==> config.mk <==
export PLATFORM = sky130hd
export DESIGN_NAME = hisc_ctrl
export DESIGN_NICKNAME = d
export VERILOG_FILES = /design/src/hdl/hisc_pkg.sv /design/src/hdl/hisc_ctrl.sv
export SDC_FILE = /design/constraint.sdc
export NUM_CORES = 1
export LEC_CHECK = 0
export ABC_AREA = 1
export BUFFER_PORTS_ARGS = -buffer_cell sky130_fd_sc_hd__buf_2
export CAP_MARGIN = 30
export CORE_MARGIN = 1.5
export CORE_UTILIZATION = 56
export DETAILED_ROUTE_END_ITERATION = 7
export PLACE_DENSITY = 0.78
export SLEW_MARGIN = 20
export SYNTH_ARGS = -nofsm -noshare
export SYNTH_HDL_FRONTEND = slang
export SYNTH_SLANG_ARGS = --single-unit
==> constraint.sdc <==
create_clock -name clk_i -period 1.7 [get_ports clk_i]
set_input_delay 0.17 -clock clk_i [delete_from_list [all_inputs] [get_ports clk_i]]
set_output_delay 0.17 -clock clk_i [all_outputs]
set_load 0.01 [all_outputs]
==> src/hdl/hisc_pkg.sv <==
package hisc_pkg;

  localparam int unsigned WORD_W       = 32;
  localparam int unsigned MUL_W        = 33;
  localparam int unsigned PROD_W       = 66;
  localparam int unsigned ACC_W        = 66;
  localparam int unsigned QUO_W        = 48;
  localparam int unsigned QS_W         = 50;
  localparam int unsigned DIFF_W       = 51;
  localparam int unsigned DIST_W       = 48;
  localparam int unsigned SUM_W        = 50;
  localparam int unsigned INDEX_W      = 16;
  localparam int unsigned TOTAL_W      = 17;
  localparam int unsigned CFG_IDX_W    = 3;
  localparam int unsigned CFG_DATA_W   = 64;
  localparam int unsigned S_TDATA_W    = 192;
  localparam int unsigned M_TDATA_W    = 40;
  localparam int unsigned M_TUSER_W    = 2;
  localparam int unsigned DIV_STEPS    = 48;
  localparam int unsigned DIV_CNT_W    = 6;
  localparam int unsigned NUM_COEF     = 9;
  localparam int unsigned K_W          = 4;

  localparam int unsigned MAX_POINTS_DEF     = 65536;
  localparam int unsigned COEF_FRAC_BITS_DEF = 20;

  localparam logic [WORD_W-1:0]  COEF_ONE    = 32'h0010_0000;
  localparam logic [DIST_W-1:0]  DIST_SAT    = 48'hFFFF_FFFF_FFFF;
  localparam logic [TOTAL_W-1:0] INLIER_CAP  = 17'h1_0000;

  localparam logic [CFG_IDX_W-1:0] REG_H00_H01 = 3'd0;
  localparam logic [CFG_IDX_W-1:0] REG_H02_H10 = 3'd1;
  localparam logic [CFG_IDX_W-1:0] REG_H11_H12 = 3'd2;
  localparam logic [CFG_IDX_W-1:0] REG_H20_H21 = 3'd3;
  localparam logic [CFG_IDX_W-1:0] REG_H22     = 3'd4;
  localparam logic [CFG_IDX_W-1:0] REG_THRESH  = 3'd5;

  typedef enum logic [3:0] {
    ST_IDLE,
    ST_MUL,
    ST_ACC,
    ST_CHECK,
    ST_DIV_INIT,
    ST_DIV_STEP,
    ST_DIV_END,
    ST_SQ_MUL,
    ST_SQ_ACC,
    ST_OUT
  } state_e;

  typedef enum logic [3:0] {
    OP_NONE,
    OP_LOAD,
    OP_MUL,
    OP_ACC,
    OP_DINIT,
    OP_DSTEP,
    OP_DEND,
    OP_SQMUL,
    OP_SQACC,
    OP_OUT
  } op_e;

  typedef struct packed {
    op_e          op;
    logic [K_W-1:0] idx;
  } cmd_t;

  typedef struct packed {
    logic zero_depth;
  } sts_t;

endpackage

==> src/hdl/hisc_ctrl.sv <==
module hisc_ctrl (
  input  logic          clk_i,
  input  logic          rst_ni,
  input  logic          s_axis_tvalid,
  output logic          s_axis_tready,
  output logic          m_axis_tvalid,
  input  logic          m_axis_tready,
  input  hisc_pkg::sts_t sts_i,
  output hisc_pkg::cmd_t cmd_o
);
  import hisc_pkg::*;

  state_e               state_q, state_d;
  logic [K_W-1:0]       k_q, k_d;
  logic [DIV_CNT_W-1:0] cnt_q, cnt_d;
  logic                 sel_q, sel_d;
  logic                 valid_q, valid_d;
  logic                 out_free;

  assign out_free      = !valid_q || m_axis_tready;
  assign m_axis_tvalid = valid_q;
  assign s_axis_tready = (state_q == ST_IDLE);

  always_ff @(posedge clk_i or negedge rst_ni) begin
    if (!rst_ni) begin
      state_q <= ST_IDLE;
      k_q     <= '0;
      cnt_q   <= '0;
      sel_q   <= 1'b0;
      valid_q <= 1'b0;
    end else begin
      state_q <= state_d;
      k_q     <= k_d;
      cnt_q   <= cnt_d;
      sel_q   <= sel_d;
      valid_q <= valid_d;
    end
  end

  // next state
  always_comb begin
    state_d = state_q;
    k_d     = k_q;
    cnt_d   = cnt_q;
    sel_d   = sel_q;
    unique case (state_q)
      ST_IDLE: begin
        if (s_axis_tvalid) begin
          state_d = ST_MUL;
          k_d     = '0;
        end
      end
      ST_MUL: state_d = ST_ACC;
      ST_ACC: begin
        if (k_q == K_W'(NUM_COEF - 1)) begin
          state_d = ST_CHECK;
        end else begin
          k_d     = k_q + 1'b1;
          state_d = ST_MUL;
        end
      end
      ST_CHECK: begin
        sel_d   = 1'b0;
        state_d = sts_i.zero_depth ? ST_OUT : ST_DIV_INIT;
      end
      ST_DIV_INIT: begin
        cnt_d   = '0;
        state_d = ST_DIV_STEP;
      end
      ST_DIV_STEP: begin
        if (cnt_q == DIV_CNT_W'(DIV_STEPS - 1)) begin
          state_d = ST_DIV_END;
        end else begin
          cnt_d = cnt_q + 1'b1;
        end
      end
      ST_DIV_END: begin
        if (!sel_q) begin
          sel_d   = 1'b1;
          state_d = ST_DIV_INIT;
        end else begin
          k_d     = '0;
          state_d = ST_SQ_MUL;
        end
      end
      ST_SQ_MUL: state_d = ST_SQ_ACC;
      ST_SQ_ACC: begin
        if (k_q == K_W'(2)) begin
          state_d = ST_OUT;
        end else begin
          k_d     = k_q + 1'b1;
          state_d = ST_SQ_MUL;
        end
      end
      ST_OUT: begin
        if (out_free) state_d = ST_IDLE;
      end
      default: state_d = ST_IDLE;
    endcase
  end

  // outputs
  always_comb begin
    cmd_o.op  = OP_NONE;
    cmd_o.idx = k_q;
    valid_d   = valid_q && !m_axis_tready;
    unique case (state_q)
      ST_IDLE:     if (s_axis_tvalid) cmd_o.op = OP_LOAD;
      ST_MUL:      cmd_o.op = OP_MUL;
      ST_ACC:      cmd_o.op = OP_ACC;
      ST_CHECK:    cmd_o.op = OP_NONE;
      ST_DIV_INIT: begin
        cmd_o.op  = OP_DINIT;
        cmd_o.idx = K_W'(sel_q);
      end
      ST_DIV_STEP: cmd_o.op = OP_DSTEP;
      ST_DIV_END: begin
        cmd_o.op  = OP_DEND;
        cmd_o.idx = K_W'(sel_q);
      end
      ST_SQ_MUL:   cmd_o.op = OP_SQMUL;
      ST_SQ_ACC:   cmd_o.op = OP_SQACC;
      ST_OUT: begin
        if (out_free) begin
          cmd_o.op = OP_OUT;
          valid_d  = 1'b1;
        end
      end
      default:     cmd_o.op = OP_NONE;
    endcase
  end

endmodule

After elaboration in Yosys (flattened, before gate mapping):

Cells that the tools add are included.

* bits in registers: 16
* bits in latches: 0
* memory bits (writable): 0
* ROM bits: 0
* output and inout bits: 10
* memories: 0

* add/sub/neg operators: 2
* multiply operators: 0
* divide/modulo/power cells: 0
* magnitude comparators: 0
* equal/unequal tests: 19
* shift-type cells: 0
* multiplexer cells: 22
* bitwise gates (word level): 0
* reduce and logical (&&, ||, !) cells: 12

Operators with widths (number)
* $mux W4: 11
* $pmux W4 S10: 1
* $pmux W4 S9: 1
* $eq A4 B3 Y1 const B: 4
* $pmux W4 S4: 1
* $ne A2 B2 Y1 const B: 7
* $eq A4 B2 Y1 const B: 3
* $eq A4 B4 Y1 const B: 3
* $pmux W6 S2: 1
* $add A6 B1 Y6 const B: 1
* $eq A6 B6 Y1 const B: 1
* $mux W6: 1
* $reduce_and A5 Y1: 1
* $add A4 B1 Y4 const B: 1
* $eq A4 B1 Y1 const B: 1
* $logic_not A4 Y1: 1
* $mux W2: 2
* $reduce_bool A2 Y1: 2
* $reduce_bool A4 Y1: 1
* $mux W1: 3
* $reduce_and A3 Y1: 1
* $logic_not A1 Y1: 2
* $pmux W1 S2: 1
* $reduce_and A2 Y1: 1
* other kinds (3): 3

Logic depth before layout (Yosys ltp):

* depth after elaboration: 4
* depth in mapped cells: 9
* mapped depth without buffers: 9

Worst setup path before layout:

Ideal clock, no wire load.

* kind: reg-to-reg
* start point: register cnt_q[0]
* end point: register cnt_q[0]
* library setup time: 0.129 ns
* data arrival time: 1.163 ns
* path slack: 0.408 ns
* stages on the path, launching flop included: 10
* buffers on the path: 0
* period minus slack after synthesis: 1.292 ns
* path through: dfrtp_1 -> ha_1 -> nand3_1 -> inv_1 -> nand2_1 -> nand2_2 -> o21ai_2 -> inv_2 -> nand2_1 -> o21ai_0

* longest elaborated chain between the ends: 3
* elaborated cells on any way between the ends: 6
* those cells by class: 1 x add/sub; 2 x eq/ne; 2 x mux; 1 x reduce/logical

RTL lines
* start: declaration: RTL line hisc_ctrl.sv:15 `logic [DIV_CNT_W-1:0] cnt_q, cnt_d;`
* start signal: assignment: RTL line hisc_ctrl.sv:34 `cnt_q <= cnt_d;`
* $add A6 B1 Y6 / $eq A6 B6 Y1 (equally long branches): RTL line hisc_ctrl.sv:74, hisc_ctrl.sv:71
* $mux W6 / $ne A2 B2 Y1 (equally long branches)
* $pmux W6 S2 / $reduce_and A2 Y1 (equally long branches)

Several ways; a longest one is shown, not always the timed one. The select of a mux whose other input is x is not followed.
A chain may end at the register's enable or synchronous reset.

==> impl_metrics.csv <==
group,metric,value,unit
floorplanning,num_rows,15,
synth,ys.warnings.count,0,
clock_tree,clk_latency,0.30,ns
clock_tree,htree_levels,1,
setup_path,reg2reg_to,"cnt_q[0]",
power_and_ir_drop,p_leak,0.7485,nW
grt,use_met2,45.41,%
power_and_ir_drop,power_density,1445,mW/mm²
timing,rsz0062_at_grt,"yes",
timing,drv_slew,0,
setup_path,r2r_slack,0.17,ns
grt,grt_max_degree,17,
timing,skew,0.003206,ns
floorplanning,ioPinCount,15,
synth,synthCells,158,
timing,max_freq,592.6,MHz
setup_path,slowest_stage,"dfrtp_1",
clock_tree,numCtsBuffers,3,
power_and_ir_drop,power,1.922,mW
clock_tree,cts.sinks,16,
timing,finalCritPeriodShare,99.27,%
clock_tree,clockBufferDepth,2,
synth,syn_nets,167,
placement,io_buffers,14,
final_layout,fillerInstances,157,
setup_path,worstSetupPathType,"reg -> out",
setup_path,required,1.53,ns
synth,synth_edf_count,0,
grt,grt-ovfl-total,0,
synth,postSynth.asyncResetShare,100.0,%
grt,grt_use_met1,35.45,%
floorplanning,fp.dieH,47.57,µm
placement,place_hpwl,1.913,mm
synth,ys_ff_latch,16,
floorplanning,initial_core_util,61.74,%
drt,viasPerCell,5.573,
floorplanning,die_x,47.57,µm
grt,grt_util_met3,4.906,%
worst_hold_path,min_path_type,"in -> reg",
setup_path,rr_startpoint,"cnt_q[0]",
timing,slew-limit-headroom,75.83,%
final_layout,layout-drive-gt1-share,26.52,%
floorplanning,core_area,0.001802,mm²
worst_hold_path,hold_path_end,"state_q[3]",
synth,netlist_area,0.001112,mm²
timing,period_minus_slack,1.688,ns
grt,grt.total_usage,27.68,%
worst_hold_path,min_from,"sts_i",
drt,drc,0,
grt,grt_pass1_wl,4.353,mm
synth,synthTopCellsByArea,"dfrtp_1 36%, nand2_1 16%, nand3_1 7.6%",
clock_tree,cts_tree,"done",
setup_path,arrival,1.52,ns
setup_path,cp_cell_sequence,"inv_2, nand2_4, nor3_4, o21ai_2, o2111ai_2, buf_2",
synth,synth_cell_types,25,
grt,antenna_found_initial,0,
synth,syn_avg_cell_area,7.040,µm²
flow_run,maxCapViolCount,0,
worst_hold_path,hold_path_depth,3,
timing,worstMarginPinSlew,0.3625,ns
grt,first_global_vias,1009,
final_layout,regArea,404.1,µm²
drt,wirelength,2.718,mm
setup_path,cp_max_fo,4,
placement,place_congestion,1.031,
synth,synth_top_area_share,36.00,%
drt,vias,1148,
setup_path,start_kind,"flip-flop",
grt,grt-busiest-layer,"met2",
timing,setup_viol,0,
drt,ant_nets,0,
clock_tree,root_buffer,"clkbuf_4",
power_and_ir_drop,peakVddDrop,0.0009389,V
final_layout,multiInputGateArea,661.9,µm²
final_layout,fin_nets,191,
status,status,"completed",
setup_path,setup.worst_path.end_class,"primary output",
synth,yosysSeqAreaShare,36.00,%
floorplanning,die_area,0.002262,mm²
placement,pre_cts_ws,0.2219,ns
synth,ys.flop_type,"dfrtp_1",
synth,yosys.area.top_type,"dfrtp_1",
setup_path,slowest_delay,0.44,ns
final_layout,area_growth_syn_to_layout,19.57,%
final_layout,n_antenna_cell,0,
timing,setup_slack,0.01248,ns
drt,drtIter0Drc,45,
drt,dr.pass1.iters,4,
final_layout,fin_util,73.82,%
setup_path,worst_r2r_path_depth,9,
drt,wl_per_cell,13.19,µm
timing,hold_viol_final,0,
clock_tree,path_clk_slew,0.10,ns
[where the power goes]
group          internal [mW]  total [mW]  switching (mW)  leakage [nW]
sequential             0.474       0.602           0.129         0.211
clock                  0.131       0.266           0.135        0.0210
combinational          0.381        1.05           0.673         0.516
total                  0.985        1.92           0.937         0.748
[area by class of cell]
cell class | instances | share of cell area, %
Multi-Input combinational cell | 119 | 49.76
Sequential cell | 16 | 30.39
Timing Repair Buffer | 19 | 8.278
Inverter | 23 | 6.491
Clock buffer | 4 | 2.728
Tap cell | 25 | 2.352
[kinds of logic after synthesis]
| family | synth area share (%) |
|---|---|
| buffers and inverters | 7.762 |
| adders and majority gates | 4.500 |
| DFF | 36.00 |
| AOI/OAI and AO/OA | 9.224 |
| and+or+nand+nor | 40.16 |
| xor gates and xnor gates | 2.363 |
[state kept, by name (all words and copies together) (netlist names)]
| signal | cells |
|---|---|
| k_q | 4 |
| sel_q | 1 |
| cnt_q | 6 |
| m_axis_tvalid | 1 |
| state_q | 4 |
[placed cells by master, fill, tap and decap left out, drive strengths merged]
| master | n |
|---|---|
| o2111ai | 2 |
| ha | 4 |
| a21oi | 3 |
| xor2 | 2 |
| a211o | 1 |
| nand2 | 50 |
| xnor2 | 1 |
| inv | 23 |
| nor2 | 19 |
| dlygate4sd3 | 1 |
| a21boi | 1 |
| nand3b | 1 |
| or2 | 2 |
| nand3 | 19 |
| o21ai | 8 |
| clkbuf | 4 |
| o221ai | 1 |
| nor3 | 3 |
| buf | 18 |
| nand4 | 2 |
| dfrtp | 16 |
[Yosys cell counts, drive strengths merged (2+ instances only)]
| cell | n |
|---|---|
| nand2 | 50 |
| inv | 23 |
| nand3 | 19 |
| nor2 | 19 |
| dfrtp | 16 |
| o21ai | 8 |
| ha | 4 |
| a21oi | 3 |
| nor3 | 3 |
| nand4 | 2 |
| o2111ai | 2 |
| or2 | 2 |
| xor2 | 2 |
[repair_timing]
item | 4_1_cts | 5_1_grt
pin swaps | 0 | 1
endpoints found under the setup margin | 2 | 7
cloned | 0 | 0
hold endpoints to repair | 16 | 0
gates resized for setup | 4 | 10
hold buffers | 1 | 0
setup buffers | 0 | 3
[through the flow]
| stage | hold slack (ns) | setup TNS (ns) | std cells | cell area [µm²] |
|---|---|---|---|---|
| 3_5_place_dp | 0.1058 | 0 | 198 | 1221 |
| 2_1_floorplan | -0.1256 | 0 | 158 | 1112 |
| 3_3_place_gp | 0.1015 | 0 | 198 | 1221 |
| 4_1_cts | 0.1657 | 0 | 203 | 1280 |
| 5_1_grt | 0.1677 | -0.1125 | 206 | 1330 |
| 6_report | 0.1698 | 0 | 206 | 1330 |
[critical path: cells and delay by family (launching register included)]
family	cells	cell delay (ns)
buf+inv	2	0.28
simple gates	2	0.32
flops	1	0.44
compound gates	2	0.17
[worst max-delay path by stage]
stage	start	endpoint	slack (ns)	depth (start not counted)
2_1_floorplan	cnt_q[0]	cnt_q[0]	0.41	9
3_3_place_gp	state_q[1]	cmd_o[4]	0.23	6
3_5_place_dp	state_q[1]	cmd_o[4]	0.22	6
4_1_cts	state_q[1]	cmd_o[4]	0.02	6
5_1_grt	state_q[1]	cmd_o[4]	-0.07	6
6_report	state_q[1]	cmd_o[4]	0.01	6
[per-layer routing]
metal,vias up,share of wire (%)
met5,-,0
met4,0,3.2
met3,10,6.7
met2,63,49
met1,519,41
li1,556,-
(Power assumes the default switching activity.)
